===== src/rtl/dops_pkg.sv =====
package dops_pkg;

  // table geometry
  localparam int NUM_POINTS  = 8;
  localparam int TABLE_SLOTS = 16;
  localparam int SCAN_TOP    = (NUM_POINTS - 1) % TABLE_SLOTS;

  // field widths
  localparam int KHZ_W   = 19;
  localparam int MV_W    = 11;
  localparam int IDX_W   = 4;
  localparam int PT_W    = 3;
  localparam int STEP_W  = 3;
  localparam int GAIN_W  = 4;
  localparam int DUTY_W  = 16;

  // reset values
  localparam logic [STEP_W-1:0]  MAX_STEP_RST  = 3'd2;
  localparam logic [MV_W-1:0]    VMAX_RST      = 11'd1320;
  localparam logic [GAIN_W-1:0]  DUTY_GAIN_RST = 4'd2;
  localparam logic [PT_W-1:0]    CUR_POINT_RST = 3'd3;
  localparam logic [MV_W-1:0]    CUR_VOLT_RST  = 11'd1100;

  // divide by five: (x * 205) >> 10 is exact for x below 1024
  localparam logic [7:0] DIV5_MUL   = 8'd205;
  localparam int         DIV5_SHIFT = 10;

  // register map
  localparam int ADDR_W = 4;
  localparam int DATA_W = 32;
  typedef enum logic [1:0] {
    REG_MAX_STEP  = 2'd0,
    REG_VMAX_MV   = 2'd1,
    REG_DUTY_GAIN = 2'd2
  } reg_idx_t;

  // configuration seen by the datapath
  typedef struct packed {
    logic [STEP_W-1:0]  max_step;
    logic [MV_W-1:0]    vmax_mv;
    logic [GAIN_W-1:0]  duty_gain;
  } cfg_t;

  // operating point decision
  typedef struct packed {
    logic [IDX_W-1:0] idx;
    logic [KHZ_W-1:0] khz;
    logic [MV_W-1:0]  volt;
    logic             changed;
    logic             trend;
    logic             limited;
  } sel_t;

  // operating point frequencies, slots past the last point repeat it
  function automatic logic [KHZ_W-1:0] point_khz(input logic [IDX_W-1:0] idx);
    logic [KHZ_W-1:0] f;
    unique case (idx)
      4'd0:    f = 19'd432000;
      4'd1:    f = 19'd400000;
      4'd2:    f = 19'd375000;
      4'd3:    f = 19'd345600;
      4'd4:    f = 19'd300000;
      4'd5:    f = 19'd250000;
      4'd6:    f = 19'd200000;
      default: f = 19'd150000;
    endcase
    return f;
  endfunction

  // operating point voltages
  function automatic logic [MV_W-1:0] point_mv(input logic [IDX_W-1:0] idx);
    logic [MV_W-1:0] v;
    unique case (idx)
      4'd0:                      v = 11'd1300;
      4'd1, 4'd2:                v = 11'd1200;
      4'd3, 4'd4, 4'd5, 4'd6:    v = 11'd1100;
      default:                   v = 11'd1050;
    endcase
    return v;
  endfunction

endpackage


===== src/rtl/dvfs_operating_point_selector.sv =====
//  channel  direction  handshake              payload
//  in_      input      in_valid / in_stall    in_requested_khz
//  out_     output     out_valid / out_stall  point, freq, volt, flags, duty
//  cfg      input      psel/penable/pwrite    paddr, pwdata, prdata
//
//  one item per cycle unless stalled; out_valid marks an item in the output register
//  the table lookup, clamp and duty math sit between the input and output registers
//  current point and voltage update when an item moves into the output register
//  out_stall holds the output register; the input register refills as it drains
//  rst_n is synchronous; current point resets to 3 (345600 kHz), voltage to 1100 mV
module dvfs_operating_point_selector (
  input  logic                          clk,
  input  logic                          rst_n,
  // request channel
  input  logic                          in_valid,
  output logic                          in_stall,
  input  logic [dops_pkg::KHZ_W-1:0]    in_requested_khz,
  // result channel
  output logic                          out_valid,
  input  logic                          out_stall,
  output logic [dops_pkg::PT_W-1:0]     out_point_index,
  output logic [dops_pkg::KHZ_W-1:0]    out_granted_khz,
  output logic [dops_pkg::MV_W-1:0]     out_volt_mv,
  output logic                          out_volt_changed,
  output logic                          out_trend_up,
  output logic                          out_step_limited,
  output logic [dops_pkg::DUTY_W-1:0]   out_pwm_duty,
  output logic                          out_duty_saturated,
  // configuration port
  input  logic                          psel,
  input  logic                          penable,
  input  logic                          pwrite,
  input  logic [dops_pkg::ADDR_W-1:0]   paddr,
  input  logic [dops_pkg::DATA_W-1:0]   pwdata,
  output logic [dops_pkg::DATA_W-1:0]   prdata,
  output logic                          pready
);

  dops_pkg::cfg_t              cfg;
  dops_pkg::sel_t              sel;
  logic [dops_pkg::DUTY_W-1:0] duty;
  logic                        duty_sat;

  logic                        s1_valid_r, s1_valid_nxt;
  logic [dops_pkg::KHZ_W-1:0]  s1_khz_r;
  logic                        out_valid_r, out_valid_nxt;
  logic [dops_pkg::PT_W-1:0]   cur_point_r, cur_point_nxt;
  logic [dops_pkg::MV_W-1:0]   cur_volt_r, cur_volt_nxt;
  logic                        advance;
  logic                        in_acc;
  logic                        xfer;

  logic [dops_pkg::PT_W-1:0]   o_point_r;
  logic [dops_pkg::KHZ_W-1:0]  o_khz_r;
  logic [dops_pkg::MV_W-1:0]   o_volt_r;
  logic                        o_changed_r;
  logic                        o_trend_r;
  logic                        o_limited_r;
  logic [dops_pkg::DUTY_W-1:0] o_duty_r;
  logic                        o_sat_r;

  dops_regs u_regs (
    .clk     (clk),
    .rst_n   (rst_n),
    .psel    (psel),
    .penable (penable),
    .pwrite  (pwrite),
    .paddr   (paddr),
    .pwdata  (pwdata),
    .prdata  (prdata),
    .pready  (pready),
    .cfg     (cfg)
  );

  dops_select u_select (
    .req_khz   (s1_khz_r),
    .cur_point (cur_point_r),
    .cur_volt  (cur_volt_r),
    .max_step  (cfg.max_step),
    .sel       (sel)
  );

  dops_duty u_duty (
    .volt      (sel.volt),
    .vmax_mv   (cfg.vmax_mv),
    .duty_gain (cfg.duty_gain),
    .duty      (duty),
    .saturated (duty_sat)
  );

  // pipeline flow control
  assign advance  = !out_valid_r || !out_stall;
  assign xfer     = s1_valid_r && advance;
  assign in_stall = s1_valid_r && !advance;
  assign in_acc   = in_valid && !in_stall;

  always_comb begin
    s1_valid_nxt = s1_valid_r;
    if (in_acc)
      s1_valid_nxt = 1'b1;
    else if (xfer)
      s1_valid_nxt = 1'b0;
  end

  always_comb begin
    out_valid_nxt = out_valid_r;
    if (advance)
      out_valid_nxt = s1_valid_r;
  end

  // operating point state follows each item that completes
  always_comb begin
    cur_point_nxt = cur_point_r;
    cur_volt_nxt  = cur_volt_r;
    if (xfer) begin
      cur_point_nxt = sel.idx[dops_pkg::PT_W-1:0];
      cur_volt_nxt  = sel.volt;
    end
  end

  always_ff @(posedge clk) begin
    if (!rst_n) begin
      s1_valid_r  <= 1'b0;
      out_valid_r <= 1'b0;
      cur_point_r <= dops_pkg::CUR_POINT_RST;
      cur_volt_r  <= dops_pkg::CUR_VOLT_RST;
    end else begin
      s1_valid_r  <= s1_valid_nxt;
      out_valid_r <= out_valid_nxt;
      cur_point_r <= cur_point_nxt;
      cur_volt_r  <= cur_volt_nxt;
    end
  end

  // input register
  always_ff @(posedge clk) begin
    if (in_acc)
      s1_khz_r <= in_requested_khz;
  end

  // result register
  always_ff @(posedge clk) begin
    if (xfer) begin
      o_point_r   <= sel.idx[dops_pkg::PT_W-1:0];
      o_khz_r     <= sel.khz;
      o_volt_r    <= sel.volt;
      o_changed_r <= sel.changed;
      o_trend_r   <= sel.trend;
      o_limited_r <= sel.limited;
      o_duty_r    <= duty;
      o_sat_r     <= duty_sat;
    end
  end

  assign out_valid          = out_valid_r;
  assign out_point_index    = o_point_r;
  assign out_granted_khz    = o_khz_r;
  assign out_volt_mv        = o_volt_r;
  assign out_volt_changed   = o_changed_r;
  assign out_trend_up       = o_trend_r;
  assign out_step_limited   = o_limited_r;
  assign out_pwm_duty       = o_duty_r;
  assign out_duty_saturated = o_sat_r;

endmodule


===== src/rtl/dops_regs.sv =====
module dops_regs (
  input  logic                         clk,
  input  logic                         rst_n,
  input  logic                         psel,
  input  logic                         penable,
  input  logic                         pwrite,
  input  logic [dops_pkg::ADDR_W-1:0]  paddr,
  input  logic [dops_pkg::DATA_W-1:0]  pwdata,
  output logic [dops_pkg::DATA_W-1:0]  prdata,
  output logic                         pready,
  output dops_pkg::cfg_t               cfg
);

  logic [dops_pkg::STEP_W-1:0]  max_step_r,  max_step_nxt;
  logic [dops_pkg::MV_W-1:0]    vmax_r,      vmax_nxt;
  logic [dops_pkg::GAIN_W-1:0]  duty_gain_r, duty_gain_nxt;
  logic                         wr_en;
  logic [1:0]                   reg_sel;

  assign pready  = 1'b1;
  assign wr_en   = psel && penable && pwrite;
  assign reg_sel = paddr[3:2];

  // register write decode
  always_comb begin
    max_step_nxt  = max_step_r;
    vmax_nxt      = vmax_r;
    duty_gain_nxt = duty_gain_r;
    if (wr_en) begin
      unique case (reg_sel)
        dops_pkg::REG_MAX_STEP:  max_step_nxt  = pwdata[dops_pkg::STEP_W-1:0];
        dops_pkg::REG_VMAX_MV:   vmax_nxt      = pwdata[dops_pkg::MV_W-1:0];
        dops_pkg::REG_DUTY_GAIN: duty_gain_nxt = pwdata[dops_pkg::GAIN_W-1:0];
        default: ;
      endcase
    end
  end

  always_ff @(posedge clk) begin
    if (!rst_n) begin
      max_step_r  <= dops_pkg::MAX_STEP_RST;
      vmax_r      <= dops_pkg::VMAX_RST;
      duty_gain_r <= dops_pkg::DUTY_GAIN_RST;
    end else begin
      max_step_r  <= max_step_nxt;
      vmax_r      <= vmax_nxt;
      duty_gain_r <= duty_gain_nxt;
    end
  end

  // read mux
  always_comb begin
    unique case (reg_sel)
      dops_pkg::REG_MAX_STEP:  prdata = dops_pkg::DATA_W'(max_step_r);
      dops_pkg::REG_VMAX_MV:   prdata = dops_pkg::DATA_W'(vmax_r);
      dops_pkg::REG_DUTY_GAIN: prdata = dops_pkg::DATA_W'(duty_gain_r);
      default:                 prdata = '0;
    endcase
  end

  assign cfg.max_step  = max_step_r;
  assign cfg.vmax_mv   = vmax_r;
  assign cfg.duty_gain = duty_gain_r;

endmodule


===== src/rtl/dops_select.sv =====
module dops_select (
  input  logic [dops_pkg::KHZ_W-1:0]  req_khz,
  input  logic [dops_pkg::PT_W-1:0]   cur_point,
  input  logic [dops_pkg::MV_W-1:0]   cur_volt,
  input  logic [dops_pkg::STEP_W-1:0] max_step,
  output dops_pkg::sel_t              sel
);

  logic [dops_pkg::IDX_W-1:0] scan_idx;
  logic [dops_pkg::IDX_W-1:0] cur;
  logic [dops_pkg::IDX_W-1:0] step;
  logic [dops_pkg::IDX_W-1:0] hi_lim;
  logic [dops_pkg::IDX_W:0]   scan_plus;
  logic [dops_pkg::IDX_W-1:0] idx;
  logic                       limited;

  // slowest point that still meets the request, fastest point as fallback
  always_comb begin
    scan_idx = '0;
    for (int i = 1; i <= dops_pkg::SCAN_TOP; i++) begin
      if (dops_pkg::point_khz(dops_pkg::IDX_W'(i)) >= req_khz)
        scan_idx = dops_pkg::IDX_W'(i);
    end
  end

  assign cur       = dops_pkg::IDX_W'(cur_point);
  assign step      = dops_pkg::IDX_W'(max_step);
  assign hi_lim    = cur + step;
  assign scan_plus = {1'b0, scan_idx} + {1'b0, step};

  // clamp the move around the current point
  always_comb begin
    idx     = scan_idx;
    limited = 1'b0;
    priority if (scan_idx > hi_lim) begin
      idx     = hi_lim;
      limited = 1'b1;
    end else if (scan_plus < {1'b0, cur}) begin
      idx     = cur - step;
      limited = 1'b1;
    end
  end

  assign sel.idx     = idx;
  assign sel.khz     = dops_pkg::point_khz(idx);
  assign sel.volt    = dops_pkg::point_mv(idx);
  assign sel.changed = (dops_pkg::point_mv(idx) != cur_volt);
  assign sel.trend   = (dops_pkg::point_khz(idx) > dops_pkg::point_khz(cur));
  assign sel.limited = limited;

endmodule


===== src/rtl/dops_duty.sv =====
module dops_duty (
  input  logic [dops_pkg::MV_W-1:0]    volt,
  input  logic [dops_pkg::MV_W-1:0]    vmax_mv,
  input  logic [dops_pkg::GAIN_W-1:0]  duty_gain,
  output logic [dops_pkg::DUTY_W-1:0]  duty,
  output logic                         saturated
);

  logic [dops_pkg::MV_W-1:0] diff;
  logic [18:0]               recip_prod;
  logic [7:0]                steps;
  logic [11:0]               counts;

  // headroom below vmax in whole 5 mV steps
  assign saturated  = (volt >= vmax_mv);
  assign diff       = vmax_mv - volt;
  assign recip_prod = 19'(diff) * 19'(dops_pkg::DIV5_MUL);
  assign steps      = recip_prod[dops_pkg::DIV5_SHIFT +: 8];
  assign counts     = 12'(steps) * 12'(duty_gain);

  // duty is counts minus one, floored at zero, and zero when saturated
  always_comb begin
    duty = '0;
    if (!saturated && counts != 12'd0)
      duty = dops_pkg::DUTY_W'(counts - 12'd1);
  end

endmodule


===== config.mk =====
export PLATFORM = sky130hd
export DESIGN_NAME = dvfs_operating_point_selector
export DESIGN_NICKNAME = d
export VERILOG_FILES = /design/src/rtl/dops_pkg.sv /design/src/rtl/dvfs_operating_point_selector.sv /design/src/rtl/dops_regs.sv /design/src/rtl/dops_select.sv /design/src/rtl/dops_duty.sv
export SDC_FILE = /design/constraint.sdc
export NUM_CORES = 1
export LEC_CHECK = 0
export ABC_AREA = 1
export BUFFER_PORTS_ARGS = -buffer_cell sky130_fd_sc_hd__buf_2
export CAP_MARGIN = 40
export CELL_PAD_IN_SITES_DETAIL_PLACEMENT = 0
export CELL_PAD_IN_SITES_GLOBAL_PLACEMENT = 1
export CORE_MARGIN = 10
export CORE_UTILIZATION = 40
export CTS_BUF_LIST = sky130_fd_sc_hd__clkbuf_2 sky130_fd_sc_hd__clkbuf_4 sky130_fd_sc_hd__clkbuf_8
export DETAILED_ROUTE_END_ITERATION = 12
export GPL_TIMING_DRIVEN = 0
export PLACE_DENSITY = 0.85
export SLEW_MARGIN = 20
export SYNTH_ARGS = -nofsm -noshare
export SYNTH_HDL_FRONTEND = slang
export SYNTH_HIERARCHICAL = 1
export SYNTH_SLANG_ARGS = --single-unit

===== constraint.sdc =====
create_clock -name clk -period 9.88 [get_ports clk]
set_input_delay 0.494 -clock clk [delete_from_list [all_inputs] [get_ports clk]]
set_output_delay 0.494 -clock clk [all_outputs]
set_load 0.01 [all_outputs]

Yosys cells after proc, flatten, opt, wreduce, memory -nomap -nowiden
Index checks and enable logic that the tools add are counted.
{"block": "classes", "multipliers": 2, "n_lt_le_gt_ge": 11, "n_mux": 16, "n_reduce_logical": 22, "bitwise_logic": 0, "add_sub_neg": 5, "eq_ne": 15, "n_shift": 0, "div_mod_pow": 0}
{"op": "$pmux W19 S7", "count": 2}
{"op": "$ge A19 B19 Y1 const A", "count": 4}
{"op": "$ge A18 B19 Y1 const A", "count": 3}
{"op": "$pmux W11 S3", "count": 1}
{"op": "$pmux W9 S3", "count": 1}
{"op": "$gt A19 B19 Y1", "count": 1}
{"op": "$mul A11 B8 Y18 const B", "count": 1}
{"op": "$sub A12 B1 Y13 const B", "count": 1}
{"op": "$eq A4 B3 Y1 const B", "count": 3}
{"op": "$mul A8 B4 Y12", "count": 1}
{"op": "$mux W3", "count": 4}
{"op": "$reduce_bool A12 Y1", "count": 1}
{"op": "$ge A11 B11 Y1", "count": 1}
{"op": "$ne A11 B11 Y1", "count": 1}
{"op": "$sub A11 B11 Y11", "count": 1}
{"op": "$eq A3 B3 Y1 const B", "count": 3}
{"op": "$add A3 B3 Y4", "count": 2}
{"op": "$eq A4 B2 Y1 const B", "count": 2}
{"op": "$logic_not A4 Y1", "count": 2}
{"op": "$mux W4", "count": 2}
{"op": "$eq A3 B2 Y1 const B", "count": 2}
{"op": "$logic_and A1 B1 Y1", "count": 6}
{"op": "$reduce_and A2 Y1", "count": 3}
{"op": "$logic_not A1 Y1", "count": 5}
{"op": "14 further kinds", "count": 18}
{"block": "word_totals", "latchBits": 0, "mem_bits_rw": 0, "out_inout_bits": 88, "mem_count": 0, "romBits": 0, "ff_bits": 106}

Logic depth before layout (Yosys ltp)
{"block": "logic_depth", "depth_word": 20, "ltp_mapped": 78, "ltp_nobuf": 76}

Cells and area by module
The synthesis kept the hierarchy.
{"mod": "dops_duty", "cells_each": 596, "instances": 1, "area_per_inst_um2": 3925.0, "seq_area_each_um2": 0.0}
{"mod": "dvfs_operating_point_selector", "cells_each": 162, "instances": 1, "area_per_inst_um2": 2821.5, "seq_area_each_um2": 2482.4}
{"mod": "dops_select", "cells_each": 365, "instances": 1, "area_per_inst_um2": 2044.5, "seq_area_each_um2": 0.0}
{"mod": "dops_regs", "cells_each": 166, "instances": 1, "area_per_inst_um2": 1074.8, "seq_area_each_um2": 360.3}

Worst setup path before layout
Ideal clock, no wire load.
{"block": "synth_timing", "path_kind": "flip-flop to flip-flop", "from": "register s1_khz_r[10] (netlist name)", "to": "register o_duty_r (netlist bit out_pwm_duty[13]), data pin", "synth_period_minus_slack_ns": 10.845, "stages_incl_launch_ff": 68, "setup_time_ns": 0.251, "slack_ns": -0.965, "t_arrival_ns": 10.594, "cell_sequence": "edfxtp_1 nor2_2 inv_1 nor2_1 nand2_1 nand2_1 nand2_1 nand3_1 o21bai_1 nand2_1 nand2_1 nand2_2 nand2_1 ha_1 fa_1 ha_1 o21ai_2 nand2_1 [... 32 more ...] xnor2_1 or2_1 fa_1 inv_1 fa_1 fa_1 xnor2_1 nand2_1 inv_1 nand2_2 inv_2 nand3_1 nor2_2 nand3_2 nand2_4 buf_12 nor2_2 buf_4"}
{"element": "start: declaration", "line_no": "dvfs_operating_point_selector.sv:45", "rtl": "logic [dops_pkg::KHZ_W-1:0] s1_khz_r;"}
{"element": "start signal: assignment", "line_no": "dvfs_operating_point_selector.sv:138", "rtl": "s1_khz_r <= in_requested_khz;"}
{"element": "end signal: assignment", "line_no": "dvfs_operating_point_selector.sv:150", "rtl": "o_duty_r <= duty;"}
{"element": "end: declaration", "line_no": "dvfs_operating_point_selector.sv:59", "rtl": "logic [dops_pkg::DUTY_W-1:0] o_duty_r;"}

==> run summary <==
The detailed router placed 8,992 vias in this run. The number of antenna violations at the first check in global routing came out at 2. In the layout the commonest cells are sky130_fd_sc_hd__nand2_1, sky130_fd_sc_hd__inv_1, sky130_fd_sc_hd__nor2_1, sky130_fd_sc_hd__buf_4, sky130_fd_sc_hd__buf_2.

The residual DRC count is 0. The global-route usage over all layers came out at 16.52%. The row count came out at 57. Setup violations remaining at the end of the flow were counted as 16. Entering global routing, the biggest net connects 38 pins. The worst max-slew margin expressed relative to the limit is 52.54%. The highest net fanout along the worst path came out at 5.

The startpoint of the most critical hold path is in_requested_khz[2]. The number of distinct standard cells referenced by the synthesized netlist came out at 58. The worst register-to-register path begins at s1_khz_r[6]. At the worst endpoint, the arrival time is 10,970 ps. The latest clock arrival within the worst-skew pair is 400 ps. The number of synthesized flops with an enable pin is 72. The most common library cell in the layout ignoring fill and taps is sky130_fd_sc_hd__nand2_1. The number of placed I/O pins is 150. In the synthesized netlist, the number of instances is 1,289. The placeable core area came out at 24,320 sq um. Subtracting the final worst setup slack from the clock period gives 10,800 ps. The first-pass GRT wire length is 42,600 um. The first TritonRoute pass finished after 5 iterations.

The worst setup path is launched from a flip-flop. The total grt overflow is 0. The width of the chip is 177.1 um. TritonCTS built the clock tree. The slowest stage of the critical path is the sky130_fd_sc_hd__fa_1 cell. The H-tree was split into 3 levels. The total number of clock tree sinks is 106. OpenSTA, run right after detailed placement, puts the worst setup slack at -1724 ps. After synthesis the cells add up to 9866 sq um.

The max-cap check violation count is 0. The share of the yosys chip area belonging to registers is 28.81%. In this run, CTS created clock tree buffers numbering 9. Clock tree synthesis selected as its root buffer the cell sky130_fd_sc_hd__clkbuf_8. The most critical setup path has its startpoint at s1_khz_r[6]. The die outline height is 177.1 um. In the routed layout, each cell is associated on average with a via count of 4.871. At the pin with the least slew margin, the transition time is 711.1 ps. The number of DRC violations after detailed-routing iteration 0 is 559. The count of buffers from port buffering is 104. No sink is reached through more buffers than the 2 on the longest clock path. The number of warnings issued by yosys came out at 6.

The floorplan step defined a die boundary enclosing 31,350 sq um. The number of nets still failing antenna checks after routing is 0. The worst setup path is captured at a flip-flop.

Cells fill 52.23% of the core in the end. The clock arrives with 14.88 ps of skew. Dividing the detail-routed wire length by the instance count gives 14.18 um. Setup repair after global routing could not meet its margin everywhere. The proportion of synthesized flip-flops having asynchronous set or reset came out at 0%.

The final reports fail on negative setup slack. The number of pins exceeding their max-slew limit in the final report came out at 0. The number of global-route vias before repair came out at 8,856. The area growth from synthesis to layout came out at 28.75%. The most used flip-flop cell after synthesis is sky130_fd_sc_hd__edfxtp_1. The path class of the tightest hold or removal check is in -> reg. In this design, the stage delay of the slowest critical-path cell is 540 ps. After legalization and detailed placement, the total HPWL measured 20,280 um.

The mean cell area of the mapped netlist is 7.654 sq um. The fraction of layout instances using a drive strength above 1 is 32.04%. Static timing analysis puts the maximum clock frequency at 92.57 MHz.

Routability-driven placement finished with a final weighted congestion of 0.9222. The flow ran to the end, but the final reports show violations. The final routed wirelength across all metal layers came out at 26,180 um. In the post-route analysis, the smallest setup slack over all paths is -922.2 ps. By startpoint and endpoint, the worst setup path is classified as reg -> reg.

The starting utilization of the core area came out at 40.57%. The net count of the finished layout came out at 1,714. The clock transition time at the flip-flop clock pins of the worst setup and hold paths came out at 120 ps. The final-report hold violation count is 0. Counting flops and latches in the post-synthesis netlist gives 106. The hold buffer count at cts came out at 0. The worst path uses 109.3% of the clock period. The worst endpoint required time came out at 10,050 ps.
-- path summary, 6_finish.rpt --
| kind | to | slack (ps) | depth (start not counted) |
|---|---|---|---|
| worst max register to register | out_pwm_duty[9] | -920 | 71 |
| worst min-delay path | s1_khz_r[2] | 260 | 1 |
| worst max-delay path | out_pwm_duty[9] | -920 | 71 |
| worst min register to register | cur_volt_r[10] | 470 | 2 |
-- worst max-delay path: cells and delay by family (launching register included) --
kind                     cells  cell delay (ps)
AND/OR/NAND/NOR             35             3350
XOR/XNOR                     2              410
adder cells (fa/ha/maj)     12             4410
flip-flops                   1              470
buffers and inverters       14              890
AO/OA/AOI/OAI                8             1020
-- sequential cells by signal (all words and copies together) (netlist names) --
| register | cells |
|---|---|
| s1_khz_r | 19 |
| out_step_limited | 1 |
| out_granted_khz | 19 |
| cur_point_r | 3 |
| out_volt_mv | 11 |
| u_regs/duty_gain_r | 4 |
| out_duty_saturated | 1 |
| out_volt_changed | 1 |
| cur_volt_r | 11 |
| u_regs/vmax_r | 11 |
| s1_valid_r | 1 |
| out_trend_up | 1 |
| out_valid | 1 |
| out_pwm_duty | 16 |
| u_regs/max_step_r | 3 |
| out_point_index | 3 |
-- synthesized netlist by cell type, types with 14 or more instances --
cell type	n	area share, %
sky130_fd_sc_hd__nand2_1	267	10
sky130_fd_sc_hd__nand3_1	101	5.1
sky130_fd_sc_hd__inv_1	218	8.3
sky130_fd_sc_hd__dfxtp_1	34	6.9
sky130_fd_sc_hd__nand4_1	18	1.1
sky130_fd_sc_hd__nand2_2	28	1.8
sky130_fd_sc_hd__o21ai_0	26	1.3
sky130_fd_sc_hd__nor2_2	17	1.1
sky130_fd_sc_hd__edfxtp_1	72	22
sky130_fd_sc_hd__fa_1	32	6.5
sky130_fd_sc_hd__nor2_1	151	5.7
sky130_fd_sc_hd__a21oi_1	42	2.1
sky130_fd_sc_hd__ha_1	105	13
sky130_fd_sc_hd__buf_4	39	3.0
sky130_fd_sc_hd__xor2_1	14	1.2
-- per-layer routing --
layer	track usage, %	share of wire, %	vias to the layer above
li1	-	-	4506
met1	19.29	41	4243
met2	30.27	52	205
met3	2.070	4.0	38
met4	5.744	2.1	0
met5	0	0	-
-- per-stage QoR --
| stage | instances | cell area (sq um) | hold WS, ps | setup TNS [ps] |
|---|---|---|---|---|
| finish | 1846 | 12700 | 264.8 | -14390 |
| global route | 1846 | 12700 | 233.0 | -22930 |
| CTS | 1830 | 12310 | 241.0 | -10340 |
| detailed placement | 1742 | 11120 | 444.9 | -25530 |
| global placement | 1741 | 11100 | 441.8 | -25510 |
| floorplan | 1313 | 10170 | 420.8 | -2784 |
-- cell families after synthesis --
group / synth area share (%)
AO/OA/AOI/OAI: 6.595
other: 0.1521
AND/OR/NAND/NOR: 29.33
buffers and inverters: 12.56
flip-flops: 28.81
adder cells (fa/ha/maj): 19.81
XOR/XNOR: 2.739
-- layout make-up --
type | count | area (sq um)
antenna | 2 | 5.005
buffer | 46 | 376.6
clock buffer | 10 | 131.4
clock inverter | 6 | 57.56
fill | 2255 | 11620
inverter | 233 | 902.1
multi-input combinational | 928 | 6766
sequential | 106 | 2843
tap | 324 | 405.4
timing repair buffer | 191 | 1215
-- what timing repair did --
action | in CTS | in global routing
setup endpoints to repair | 16 | 16
gates resized for setup | 85 | 64
gates cloned | 0 | 0
setup buffers | 73 | 14
pin swaps | 73 | 41
Power is not shown: default switching activity piles up to over one toggle a cycle in this logic, so the estimate is an artifact.
